===== src/rtl/pvc_pkg.sv =====
// ----------------------------------------------------------------------------
// pvc_pkg
// Shared types, constants and helpers for the prefix varint codec: opcode
// encoding, offset sum and the per-length base offsets of the bijective code.
// ----------------------------------------------------------------------------
package pvc_pkg;

  // item operation carried in the input tuser
  typedef enum logic [1:0] {
    OP_ENC_U = 2'd0,
    OP_ENC_S = 2'd1,
    OP_DEC_U = 2'd2,
    OP_DEC_S = 2'd3
  } pvc_op_e;

  localparam int unsigned ValueW  = 64;
  localparam int unsigned ByteW   = 8;
  localparam int unsigned WordW   = 72;   // longest code: nine bytes
  localparam int unsigned LenW    = 4;
  localparam int unsigned MaxLen  = 9;

  // sum of 2^(7k) for k = 1..8
  localparam logic [ValueW-1:0] SumOffset = 64'h0102_0408_1020_4080;

  // offset subtracted from unsigned values coded in n bytes
  function automatic logic [ValueW-1:0] base_of(input logic [LenW-1:0] n);
    logic [ValueW-1:0] b;
    unique case (n)
      4'd0, 4'd1: b = 64'h0000_0000_0000_0000;
      4'd2:       b = 64'h0000_0000_0000_0080;
      4'd3:       b = 64'h0000_0000_0000_4080;
      4'd4:       b = 64'h0000_0000_0020_4080;
      4'd5:       b = 64'h0000_0000_1020_4080;
      4'd6:       b = 64'h0000_0008_1020_4080;
      4'd7:       b = 64'h0000_0408_1020_4080;
      4'd8:       b = 64'h0002_0408_1020_4080;
      default:    b = SumOffset;
    endcase
    return b;
  endfunction

endpackage


===== src/rtl/prefix_varint_codec.sv =====
// ----------------------------------------------------------------------------
// prefix_varint_codec
// 64-bit prefix varint encoder / decoder, unsigned (bijective) and signed.
// ----------------------------------------------------------------------------
// Usage:
//   Slave channel s_axis: one item per transfer. tuser is the opcode (encode
//   unsigned, encode signed, decode unsigned byte, decode signed byte), tdata
//   holds the value to encode and the next code byte to decode.
//   Master channel m_axis: an encode gives one transfer per code byte (1 to 9,
//   most significant first, tlast on the final one). A decode byte that
//   completes a code gives one transfer carrying the value with tlast set;
//   other decode bytes give nothing. Signedness of a decode is taken from the
//   first byte of its code; encodes may be interleaved with a pending decode.
//   Path: each result passes the input register, the job register and the
//   output register, in that order, before it is offered on m_axis.
//   Throughput: one decode byte per cycle while no encode is being emitted
//   and the receiver is ready; an encode holds the job register, and the next
//   item waits, until its last code byte is emitted.
//   Reset clears all valids and the decode state; no item is pending after.
//   When the receiver stalls, the output register holds, the job register
//   fills, then the input register fills and s_axis_tready drops; nothing is lost or repeated.
// ----------------------------------------------------------------------------
module prefix_varint_codec (
  input  logic        clk_i,
  input  logic        rst_ni,
  input  logic        s_axis_tvalid,
  output logic        s_axis_tready,
  input  logic [71:0] s_axis_tdata,   // value_in[63:0], byte_in[71:64]
  input  logic [1:0]  s_axis_tuser,   // opcode[1:0]
  output logic        m_axis_tvalid,
  input  logic        m_axis_tready,
  output logic [71:0] m_axis_tdata,   // byte_out[7:0], value_out[71:8]
  output logic [2:0]  m_axis_tuser,   // byte_valid[0], value_valid[1], overflow[2]
  output logic        m_axis_tlast
);

  // input register
  logic                        in_valid_q, in_valid_d;
  pvc_pkg::pvc_op_e            in_op_q;
  logic [pvc_pkg::ValueW-1:0]  in_value_q;
  logic [pvc_pkg::ByteW-1:0]   in_byte_q;

  // job register: remaining results of one item
  logic                        job_valid_q, job_valid_d;
  logic [pvc_pkg::LenW-1:0]    job_cnt_q, job_cnt_d;
  logic [pvc_pkg::WordW-1:0]   job_word_q, job_word_d;
  logic                        job_dec_q, job_dec_d;
  logic [pvc_pkg::ValueW-1:0]  job_value_q, job_value_d;
  logic                        job_ovf_q, job_ovf_d;

  // output register
  logic                        out_valid_q, out_valid_d;
  logic [71:0]                 out_data_q;
  logic [2:0]                  out_user_q;
  logic                        out_last_q;

  // decode state
  logic [pvc_pkg::LenW-1:0]    bytes_left_q, bytes_left_d;
  logic [pvc_pkg::LenW-1:0]    code_length_q, code_length_d;
  logic                        dec_signed_q, dec_signed_d;
  logic [pvc_pkg::ValueW-1:0]  acc_q, acc_d;

  // handshake
  logic out_load, job_emit, job_last_emit, in_take, s_take;
  logic is_encode, dec_done, job_load;

  // encode path
  logic                        enc_signed;
  logic [pvc_pkg::ValueW-1:0]  enc_mag, enc_base, enc_pay;
  logic [pvc_pkg::LenW-1:0]    enc_n;
  logic [pvc_pkg::WordW-1:0]   enc_word;

  // decode path
  logic [pvc_pkg::ValueW-1:0]  dec_base, dec_value, dec_mask;
  logic [pvc_pkg::ValueW:0]    dec_sum;
  logic                        dec_ovf;

  assign out_load      = !out_valid_q || m_axis_tready;
  assign job_emit      = job_valid_q && out_load;
  assign job_last_emit = job_emit && (job_cnt_q == pvc_pkg::LenW'(1));
  assign in_take       = in_valid_q && (!job_valid_q || job_last_emit);
  assign s_axis_tready = !in_valid_q || in_take;
  assign s_take        = s_axis_tvalid && s_axis_tready;
  assign is_encode     = (in_op_q == pvc_pkg::OP_ENC_U) || (in_op_q == pvc_pkg::OP_ENC_S);

  // encode: pick the code length, then left-align the code in the word
  always_comb begin
    enc_signed = (in_op_q == pvc_pkg::OP_ENC_S);
    enc_mag    = in_value_q[63] ? ~in_value_q : in_value_q;
    enc_n      = pvc_pkg::LenW'(pvc_pkg::MaxLen);
    for (int k = 8; k >= 1; k--) begin
      if (enc_signed ? ((enc_mag >> (7 * k - 1)) == '0)
                     : (in_value_q < pvc_pkg::base_of(pvc_pkg::LenW'(k + 1)))) begin
        enc_n = pvc_pkg::LenW'(k);
      end
    end
    enc_base = enc_signed ? '0 : pvc_pkg::base_of(enc_n);
    enc_pay  = in_value_q - enc_base;
    // nine-byte form: zero prefix then eight raw bytes
    enc_word = {8'h00, enc_pay};
    for (int k = 1; k <= 8; k++) begin
      if (enc_n == pvc_pkg::LenW'(k)) begin
        enc_word = {8'h00, (enc_pay & ((64'd1 << (7 * k)) - 64'd1)) | (64'd1 << (7 * k))}
                   << (72 - 8 * k);
      end
    end
  end

  // decode: next state of the pending code
  always_comb begin
    if (bytes_left_q == '0) begin
      dec_signed_d  = (in_op_q == pvc_pkg::OP_DEC_S);
      code_length_d = pvc_pkg::LenW'(pvc_pkg::MaxLen);
      acc_d         = '0;
      // length from the position of the marker bit
      for (int k = 8; k >= 1; k--) begin
        if (in_byte_q[8 - k]) begin
          code_length_d = pvc_pkg::LenW'(k);
          acc_d         = 64'(in_byte_q & 8'((9'd1 << (8 - k)) - 9'd1));
        end
      end
      bytes_left_d = code_length_d - pvc_pkg::LenW'(1);
    end else begin
      dec_signed_d  = dec_signed_q;
      code_length_d = code_length_q;
      acc_d         = {acc_q[55:0], in_byte_q};
      bytes_left_d  = bytes_left_q - pvc_pkg::LenW'(1);
    end
    dec_done = (bytes_left_d == '0);
  end

  // decode: value of a completed code
  always_comb begin
    dec_base  = pvc_pkg::base_of(code_length_d);
    dec_sum   = {1'b0, acc_d} + {1'b0, dec_base};
    dec_ovf   = 1'b0;
    dec_mask  = '1;
    dec_value = dec_sum[63:0];
    if (code_length_d >= pvc_pkg::LenW'(pvc_pkg::MaxLen)) begin
      if (dec_signed_d) begin
        dec_value = acc_d;
      end else begin
        dec_ovf = dec_sum[64];
      end
    end else if (dec_signed_d) begin
      dec_value = acc_d;
      for (int k = 1; k <= 8; k++) begin
        if (code_length_d == pvc_pkg::LenW'(k)) begin
          dec_mask  = (64'd1 << (7 * k)) - 64'd1;
          dec_value = acc_d[7 * k - 1] ? (acc_d | ~dec_mask) : (acc_d & dec_mask);
        end
      end
    end
  end

  assign job_load = in_take && (is_encode || dec_done);

  // job register next state
  always_comb begin
    job_valid_d = job_valid_q;
    job_cnt_d   = job_cnt_q;
    job_word_d  = job_word_q;
    job_dec_d   = job_dec_q;
    job_value_d = job_value_q;
    job_ovf_d   = job_ovf_q;
    if (job_emit) begin
      job_cnt_d  = job_cnt_q - pvc_pkg::LenW'(1);
      job_word_d = job_word_q << pvc_pkg::ByteW;
      if (job_last_emit) begin
        job_valid_d = 1'b0;
      end
    end
    if (job_load) begin
      job_valid_d = 1'b1;
      if (is_encode) begin
        job_cnt_d   = enc_n;
        job_word_d  = enc_word;
        job_dec_d   = 1'b0;
        job_value_d = '0;
        job_ovf_d   = 1'b0;
      end else begin
        job_cnt_d   = pvc_pkg::LenW'(1);
        job_word_d  = '0;
        job_dec_d   = 1'b1;
        job_value_d = dec_value;
        job_ovf_d   = dec_ovf;
      end
    end
  end

  assign in_valid_d  = s_take || (in_valid_q && !in_take);
  assign out_valid_d = out_load ? job_valid_q : out_valid_q;

  always_ff @(posedge clk_i or negedge rst_ni) begin
    if (!rst_ni) begin
      in_valid_q    <= 1'b0;
      job_valid_q   <= 1'b0;
      job_cnt_q     <= '0;
      out_valid_q   <= 1'b0;
      bytes_left_q  <= '0;
      code_length_q <= '0;
      dec_signed_q  <= 1'b0;
      acc_q         <= '0;
    end else begin
      in_valid_q  <= in_valid_d;
      job_valid_q <= job_valid_d;
      job_cnt_q   <= job_cnt_d;
      out_valid_q <= out_valid_d;
      if (in_take && !is_encode) begin
        bytes_left_q  <= bytes_left_d;
        code_length_q <= code_length_d;
        dec_signed_q  <= dec_signed_d;
        acc_q         <= acc_d;
      end
    end
  end

  // payload registers
  always_ff @(posedge clk_i) begin
    if (s_take) begin
      in_op_q    <= pvc_pkg::pvc_op_e'(s_axis_tuser);
      in_value_q <= s_axis_tdata[63:0];
      in_byte_q  <= s_axis_tdata[71:64];
    end
    job_word_q  <= job_word_d;
    job_dec_q   <= job_dec_d;
    job_value_q <= job_value_d;
    job_ovf_q   <= job_ovf_d;
    if (job_emit) begin
      out_data_q <= {job_value_q, job_word_q[71:64]};
      out_user_q <= {job_ovf_q, job_dec_q, !job_dec_q};
      out_last_q <= (job_cnt_q == pvc_pkg::LenW'(1));
    end
  end

  assign m_axis_tvalid = out_valid_q;
  assign m_axis_tdata  = out_data_q;
  assign m_axis_tuser  = out_user_q;
  assign m_axis_tlast  = out_last_q;

  // a live job always has between one and nine results left
  a_job_cnt: assert property (@(posedge clk_i) disable iff (!rst_ni)
    job_valid_q |-> (job_cnt_q != '0) && (job_cnt_q <= pvc_pkg::LenW'(pvc_pkg::MaxLen)))
    else $error("job count out of range");

  // a pending code never has more than eight bytes to come
  a_bytes_left: assert property (@(posedge clk_i) disable iff (!rst_ni)
    bytes_left_q <= pvc_pkg::LenW'(8))
    else $error("decode bytes_left out of range");

  // a decoded value is a single result and never carries a code byte
  a_value_single: assert property (@(posedge clk_i) disable iff (!rst_ni)
    (m_axis_tvalid && m_axis_tuser[1]) |-> (m_axis_tlast && !m_axis_tuser[0]))
    else $error("decode result malformed");

  // overflow only on a decoded value
  a_ovf_value: assert property (@(posedge clk_i) disable iff (!rst_ni)
    (m_axis_tvalid && m_axis_tuser[2]) |-> m_axis_tuser[1])
    else $error("overflow without value");

endmodule


===== config.mk =====
export PLATFORM = sky130hd
export DESIGN_NAME = prefix_varint_codec
export DESIGN_NICKNAME = d
export VERILOG_FILES = /design/src/rtl/pvc_pkg.sv /design/src/rtl/prefix_varint_codec.sv
export SDC_FILE = /design/constraint.sdc
export NUM_CORES = 1
export LEC_CHECK = 0
export BUFFER_PORTS_ARGS = -buffer_cell sky130_fd_sc_hd__buf_2
export CAP_MARGIN = 15
export CELL_PAD_IN_SITES_DETAIL_PLACEMENT = 0
export CELL_PAD_IN_SITES_GLOBAL_PLACEMENT = 1
export CORE_MARGIN = 10
export CORE_UTILIZATION = 25
export CTS_CLUSTER_DIAMETER = 40
export DETAILED_ROUTE_END_ITERATION = 10
export GPL_TIMING_DRIVEN = 0
export PLACE_DENSITY = 0.59
export SLEW_MARGIN = 5
export SYNTH_ARGS = -nofsm -noshare
export SYNTH_HDL_FRONTEND = slang
export SYNTH_SLANG_ARGS = --single-unit

===== constraint.sdc =====
create_clock -name clk_i -period 5.5 [get_ports clk_i]
set_clock_uncertainty 0.2 [all_clocks]
set_input_delay 1.1 -clock clk_i [delete_from_list [all_inputs] [get_ports clk_i]]
set_output_delay 1.1 -clock clk_i [all_outputs]
set_load 0.02 [all_outputs]

==> impl_metrics.csv, run 1 <==
group,metric,value,unit
run_status,status,"finished clean",
floorplan,rows,105,
worst_setup_path,r2r-start,"in_value_q[63]$_DFFE_PP_",
worst_setup_path,crit_path_start,"in_value_q[63]$_DFFE_PP_",
yosys,synth_flop_cell,"edfxtp_1",
power,pwr-share-clk,27.6,%
power,p_switching,7.52,mW
worst_setup_path,worstPathArrival,5.57,ns
clock_network,clkTransAtPathRegs,0.05,ns
sta,finalCritPeriodShare,98.7,%
layout,fin_area,27200,sq um
yosys,synth_edf_count,288,
yosys,synthCells,2131,
power,p_per_area,630,nW/um^2
worst_setup_path,ff2ff_setup_slack,0.07,ns
floorplan,io_pins,156,
layout,post-route-util,33.2,%
layout,mostFrequentLayoutCells,"nand2_1, edfxtp_1, buf_2, nor2_1, o21ai_0",
placement,place_area,23000,sq um
routing,viasPerCell,5.50,
layout,final_common_cell,"nand2_1",
routing,via_count,19585,
yosys,synth_area_leaders,"edfxtp_1, dfrtp_1, nand2_1",
floorplan,core_area,82000,sq um
clock_network,numCtsBuffers,76,
worst_setup_path,required,5.64,ns
yosys,yosys_warnings,0,
clock_network,htreeDepth,3,
global_routing,grt_pass1_vias,19610,
clock_network,tritoncts,"yes",
clock_network,clockBufferDepth,3,
yosys,synth_seq_cells,360,
floorplan,die_h,308,microns
placement,gp_congestion,0.960,
routing,drcViolationCount,0,
clock_network,clock-sinks,360,
routing,drtAntennaViolNets,0,
global_routing,antenna_found_initial,0,
sta,worst-slew-pin-transition,1.28,ns
flow_run,cap_violations,0,
global_routing,grt_pass1_wl,140,mm
routing,drt-pass1-iter-count,6,
yosys,syn_nets,2233,
routing,wl_per_cell,27.6,microns
sta,drv_slew,0,
power,seq_power_share,29.2,%
power,p_int,9.61,mW
sta,fmax,184,MHz
sta,rsz0062_at_grt,"yes",
worst_setup_path,worstRegToRegCells,22,
yosys,syn_area,20700,sq um
clock_network,root_buffer,"clkbuf_16",
worst_setup_path,cp_slowest_cell,"or4_4",
floorplan,fp.dieW,308,microns
worst_setup_path,critPathCaptureType,"flip-flop",
sta,final_hold_viol_count,0,
yosys,async_flop_share,20.0,%
layout,fin_nets,2528,
placement,numPortBuffers,155,
clock_network,hold_buffers,0,
global_routing,grt_usage,20.2,%
power,swShare,43.9,%
global_routing,met3_usage,3.81,%
worst_setup_path,r2r_end,"job_word_q[63]$_DFFE_PP_",
routing,drt-initial-drc-count,1858,
yosys,yosys.cell_types.count,98,
layout,area_growth,31.5,%
worst_setup_path,path_cells,"buf_8 > buf_6 > or4_4 > nor3_4 > o221ai_4 > or3_4 > o31ai_4 > buf_6 > nor2_4 > nand2_2 > ha_4 > nor3_4 > a31oi_4 > a2bb2oi_4 > o31a_1 > buf_12 > nor4b_4 > o21ai_0 > xnor2_1 > a31oi_1 > o21ai_1 > a22o_1",
sta,setup_violations,0,
floorplan,start_util,25.2,%
power,power_frac_comb,43.1,%
global_routing,grt_overflow_total,0,
global_routing,busiest_layer,"met2",
global_routing,met2_usage,34.2,%
clock_network,insertion_delay,0.63,ns
yosys,synth_top_area_share,41.8,%
global_routing,grt_max_degree,67,
hold_path,hold_class,"in -> async",
worst_setup_path,path_max_fanout,6,
worst_setup_path,critPathKind,"reg -> reg",
worst_setup_path,cp-endpoint,"job_word_q[63]$_DFFE_PP_",
layout,drive_gt1_share,24.3,%
yosys,avgSynthCellArea,9.70,sq um
yosys,yosysTopAreaCell,"edfxtp_1",
routing,drt_wl_total,98.3,mm
power,leakage,9.95,nW
sta,min_period,5.43,ns
placement,place_hpwl,71.3,mm
worst_setup_path,worst_path_largest_cell_delay,0.53,ns
worst_setup_path,critPathLaunchType,"flip-flop",
yosys,synth.yosys.seq_area_share,50.6,%
global_routing,use_met1,24.4,%
power,vdd_drop_max,0.393,mV
floorplan,fp.dieArea,94600,sq um
sta,maxSlewHeadroom,14.5,%
==> cell type report <==
cell class              instances  area (sq um)
clock inverters                58           706
inverters                      39           151
flip-flops and latches        360         10500
fillers                      8512         54800
repair buffers                235          1520
diodes                          1          2.50
well taps                    1070          1340
multi-input cells            1593         10500
clock buffers                  82          1940
plain buffers                 121           611
==> metal layers <==
metal	part of all wire, %	routed length (microns)
met1	41	40100
met3	6.5	6390
met4	4.4	4340
met2	48	47500
met5	0	0
==> cell families after synthesis <==
family / Yosys count / synth area share [%]
flops: 360 / 50.6
mux: 29 / 1.48
fa+ha+maj: 24 / 1.45
xor+xnor: 73 / 3.09
simple gates: 821 / 18.9
compound gates: 646 / 20.8
buf+inv: 178 / 3.64
==> power groups by stage <==
stage | clock network, mW | registers, mW | logic (mW)
2_1_floorplan | 0 | 5.04 | 3.78
3_5_place_dp | 0 | 4.99 | 6.79
4_1_cts | 4.83 | 5.00 | 7.08
5_1_grt | 4.97 | 5.10 | 7.83
6_report | 4.73 | 5.00 | 7.38
3_3_place_gp | 0 | 5.06 | 6.70
==> sequential cells by signal, summed over array words and instances (netlist names), 2 cells and up <==
register / cells
job_word_q: 72
job_value_q: 64
bytes_left_q: 4
acc_q: 56
job_cnt_q: 4
m_axis_tuser: 3
m_axis_tdata: 72
code_length_q: 4
in_byte_q: 8
in_op_q: 2
in_value_q: 64
==> cell usage after synthesis (12+ instances only) <==
cell type / number
o21ai_1: 15
a211oi_1: 26
or3_1: 19
a21oi_1: 131
o21ai_0: 179
a221oi_1: 23
nor3_1: 58
mux2_2: 13
nand2b_1: 19
o22ai_1: 12
o221ai_1: 14
a22oi_1: 30
nand2_1: 298
inv_1: 38
dfrtp_1: 72
xnor2_1: 44
ha_1: 24
and3_1: 17
nand3_1: 63
o211ai_1: 27
nand4_1: 26
mux2i_1: 16
edfxtp_1: 288
a22o_1: 19
nor4_1: 27
buf_2: 43
a31oi_1: 26
clkbuf_1: 86
nor2_1: 192
and2_1: 24
a21o_1: 14
xor2_1: 29
==> worst min path at each step <==
stage / end / slack, ns / cells after the start
after CTS: acc_q[22]$_DFFE_PN0P_ / 0.17 / 1
after floorplan: m_axis_tdata[0]$_DFFE_PP_ / 0.20 / 0
after detailed placement: m_axis_tdata[38]$_DFFE_PP_ / 0.20 / 0
after global routing: acc_q[22]$_DFFE_PN0P_ / 0.18 / 1
final: acc_q[22]$_DFFE_PN0P_ / 0.18 / 1
after global placement: m_axis_tdata[44]$_DFFE_PP_ / 0.20 / 0
==> stage by stage <==
stage          TNS, ns  instances  worst slack (ns)  total power [mW]  hold slack (ns)
2_1_floorplan        0       2131             0.124              8.82            0.200
3_3_place_gp   -268.89       3356             -2.78              11.8            0.201
3_5_place_dp   -115.92       3363             -2.71              11.8            0.205
4_1_cts         -0.197       3522           -0.0776              16.9            0.168
5_1_grt         -0.146       3558           -0.0953              17.9            0.183
6_report             0       3559            0.0690              17.1            0.184
==> critical path, delay by kind of cell, from the launching register on <==
kind,cells,cell delay [ns]
flip-flops,1,0.41
XOR/XNOR,1,0.19
buffers and inverters,4,0.58
AND/OR/NAND/NOR,7,1.79
AO/OA/AOI/OAI,9,1.75
adder cells (fa/ha/maj),1,0.21
==> timing repair <==
| item | in CTS | in global routing |
|---|---|---|
| resized for setup | 139 | 66 |
| setup endpoints to repair | 93 | 46 |
| setup buffers | 34 | 39 |
| pin swaps | 28 | 34 |
| cloned | 0 | 0 |
Note: power is estimated with default switching activity, not from simulation.
==> inputs of run 2 (changes only) <==
CORE_ASPECT_RATIO = 0.7   (was default)
CORE_MARGIN = default   (was 10)
==> impl_metrics.csv, run 2 (same netlist as run 1, synthesis figures left out) <==
group,metric,value,unit
worst_setup_path,worstPathArrival,5.78,ns
global_routing,grt_pass1_wl,138,mm
placement,gp_congestion,0.974,
power,total_power,16.4,mW
routing,wl_per_cell,27.9,microns
worst_setup_path,critPathLaunchType,"flip-flop",
clock_network,clkTransAtPathRegs,0.06,ns
sta,min_period,5.60,ns
routing,drtAntennaViolNets,0,
layout,diodes,0,
sta,hold_ws,0.140,ns
layout,area_growth,27.9,%
flow_run,cap_violations,0,
clock_network,clockBufferDepth,3,
routing,drt-pass1-iter-count,6,
global_routing,grt_pass1_vias,18408,
floorplan,io_pins,156,
layout,fin_cells,3508,
layout,drive_gt1_share,23.5,%
sta,fin_tns_setup,-0.250,ns
floorplan,die_h,243,microns
floorplan,fp.dieArea,83800,sq um
clock_network,root_buffer,"clkbuf_16",
routing,drt_wl_total,97.7,mm
worst_setup_path,worstRegToRegCells,20,
layout,fillCellCount,8365,
power,leakage,9.51,nW
floorplan,fp.dieW,346,microns
worst_setup_path,crit_family,"compound AO/OA/AOI/OAI gates",
worst_setup_path,cp_num_buf_inv,2,
routing,via_count,19750,
placement,placed_cells,3367,
clock_network,tritoncts,"yes",
sta,finalCritPeriodShare,102,%
floorplan,core_area,81200,sq um
run_status,status,"finished, violations left",
layout,final_common_cell,"nand2_1",
worst_setup_path,critPathCaptureType,"flip-flop",
worst_setup_path,path_cells,"clkbuf_4 > or4_4 > a22oi_2 > nand4_1 > or3_4 > o31ai_4 > clkbuf_8 > nor2_4 > nand2_2 > ha_4 > nor3_2 > a31oi_2 > a2bb2oi_4 > o311a_4 > o41ai_4 > nand3b_1 > xnor2_4 > a221oi_2 > o21ai_2 > a22o_1",
routing,drcViolationCount,0,
global_routing,antenna_found_initial,4,
worst_setup_path,path_max_fanout,9,
clock_network,insertion_delay,0.66,ns
clock_network,hold_buffers,0,
worst_setup_path,required,5.69,ns
power,vdd_drop_max,0.247,mV
clock_network,htreeDepth,2,
placement,numPortBuffers,155,
layout,fin_nets,2492,
sta,setup_ws,-0.0952,ns
sta,final_hold_viol_count,0,
layout,post-route-util,32.5,%
sta,maxSlewHeadroom,24.3,%
routing,viasPerCell,5.63,
global_routing,grt_overflow_total,0,
run_status,violations,"setup timing",
clock_network,clock-sinks,360,
sta,drv_slew,0,
power,p_per_area,619,nW/um^2
worst_setup_path,cp_slowest_cell,"or4_4",
worst_setup_path,worst_path_largest_cell_delay,0.52,ns
global_routing,grt_usage,22.6,%
global_routing,grt_max_degree,65,
sta,fmax,179,MHz
sta,worst-slew-pin-transition,1.12,ns
floorplan,rows,87,
hold_path,hold_class,"in -> async",
layout,mostFrequentLayoutCells,"nand2_1, edfxtp_1, buf_2, nor2_1, o21ai_0",
worst_setup_path,crit_cells,20,
floorplan,start_util,25.4,%
clock_network,numCtsBuffers,58,
placement,place_hpwl,73.0,mm
routing,drt-initial-drc-count,2445,
sta,setup_violations,4,
sta,rsz0062_at_grt,"yes",
worst_setup_path,critPathKind,"reg -> reg",
## run 2: cell types whose count changed in the layout (fill, tap and decap cells not counted), moves of 5 or more
cell | previous run | this run
clkinv_4 | 9 | 4
o21ai_0 | 171 | 165
xnor2_1 | 30 | 25
bufinv_16 | 8 | 3
clkbuf_1 | 66 | 72
nor4_2 | 6 | 11
xor2_4 | 4 | 9
buf_4 | 76 | 46
nor4_4 | 9 | 4
clkbuf_16 | 76 | 58
xor2_1 | 18 | 11
## run 2: path summary, 6_finish.rpt
kind,from,to,slack (ns)
max,in_value_q[36]$_DFFE_PP_,job_word_q[63]$_DFFE_PP_,-0.1
min,rst_ni,acc_q[28]$_DFFE_PN0P_,0.14
max reg2reg,in_value_q[36]$_DFFE_PP_,job_word_q[63]$_DFFE_PP_,-0.1
min reg2reg,job_value_q[1]$_SDFFCE_PN0P_,m_axis_tdata[9]$_DFFE_PP_,0.20
max in group asynchronous,rst_ni,acc_q[1]$_DFFE_PN0P_,4.30
min in group clk_i,job_value_q[1]$_SDFFCE_PN0P_,m_axis_tdata[9]$_DFFE_PP_,0.20
## run 2: cell type report
class	instances	area, sq um	share of cell area, %
repair buffers	209	1320	4.98
well taps	1068	1340	5.06
clock inverters	49	515	1.95
flip-flops and latches	360	10500	39.5
multi-input cells	1593	10600	39.9
plain buffers	129	639	2.42
clock buffers	61	1460	5.54
inverters	39	151	0.573
## run 2: layer usage
| layer | global-route usage, % | wire length, microns |
|---|---|---|
| met5 | 0 | 34 |
| met4 | 5.79 | 2250 |
| met3 | 5.51 | 9790 |
| met2 | 28.0 | 36100 |
| met1 | 37.0 | 49600 |
## run 2: repair_timing
action | 4_1_cts | 5_1_grt
resized for setup | 126 | 94
endpoints found under the hold margin | 0 | 0
setup buffers | 32 | 7
cloned | 1 | 0
pin swaps | 24 | 21
setup endpoints to repair | 94 | 52
## run 2: worst register-to-register path, cell delays in order (launching register included)
cell and delay, ns:
edfxtp_1 0.37, clkbuf_4 0.22, or4_4 0.52, a22oi_2 0.23, nand4_1 0.24, or3_4 0.42, o31ai_4 0.27, clkbuf_8 0.22
nor2_4 0.04, nand2_2 0.12, ha_4 0.21, nor3_2 0.19, a31oi_2 0.10, a2bb2oi_4 0.20, o311a_4 0.34, o41ai_4 0.29
nand3b_1 0.23, xnor2_4 0.26, a221oi_2 0.34, o21ai_2 0.12, a22o_1 0.25
## run 2: stage by stage
step / setup slack [ns] / instance area [sq um]
after global routing: -0.212 / 26400
after global placement: -2.48 / 22800
final: -0.0952 / 26400
after CTS: -0.110 / 25900
after floorplan: 0.124 / 20700
after detailed placement: -2.42 / 23000
## run 2: power by group
group	internal (mW)	total (mW)	switching [mW]
combinational	2.26	7.64	5.39
sequential	4.33	5.03	0.693
clock	2.15	3.69	1.54
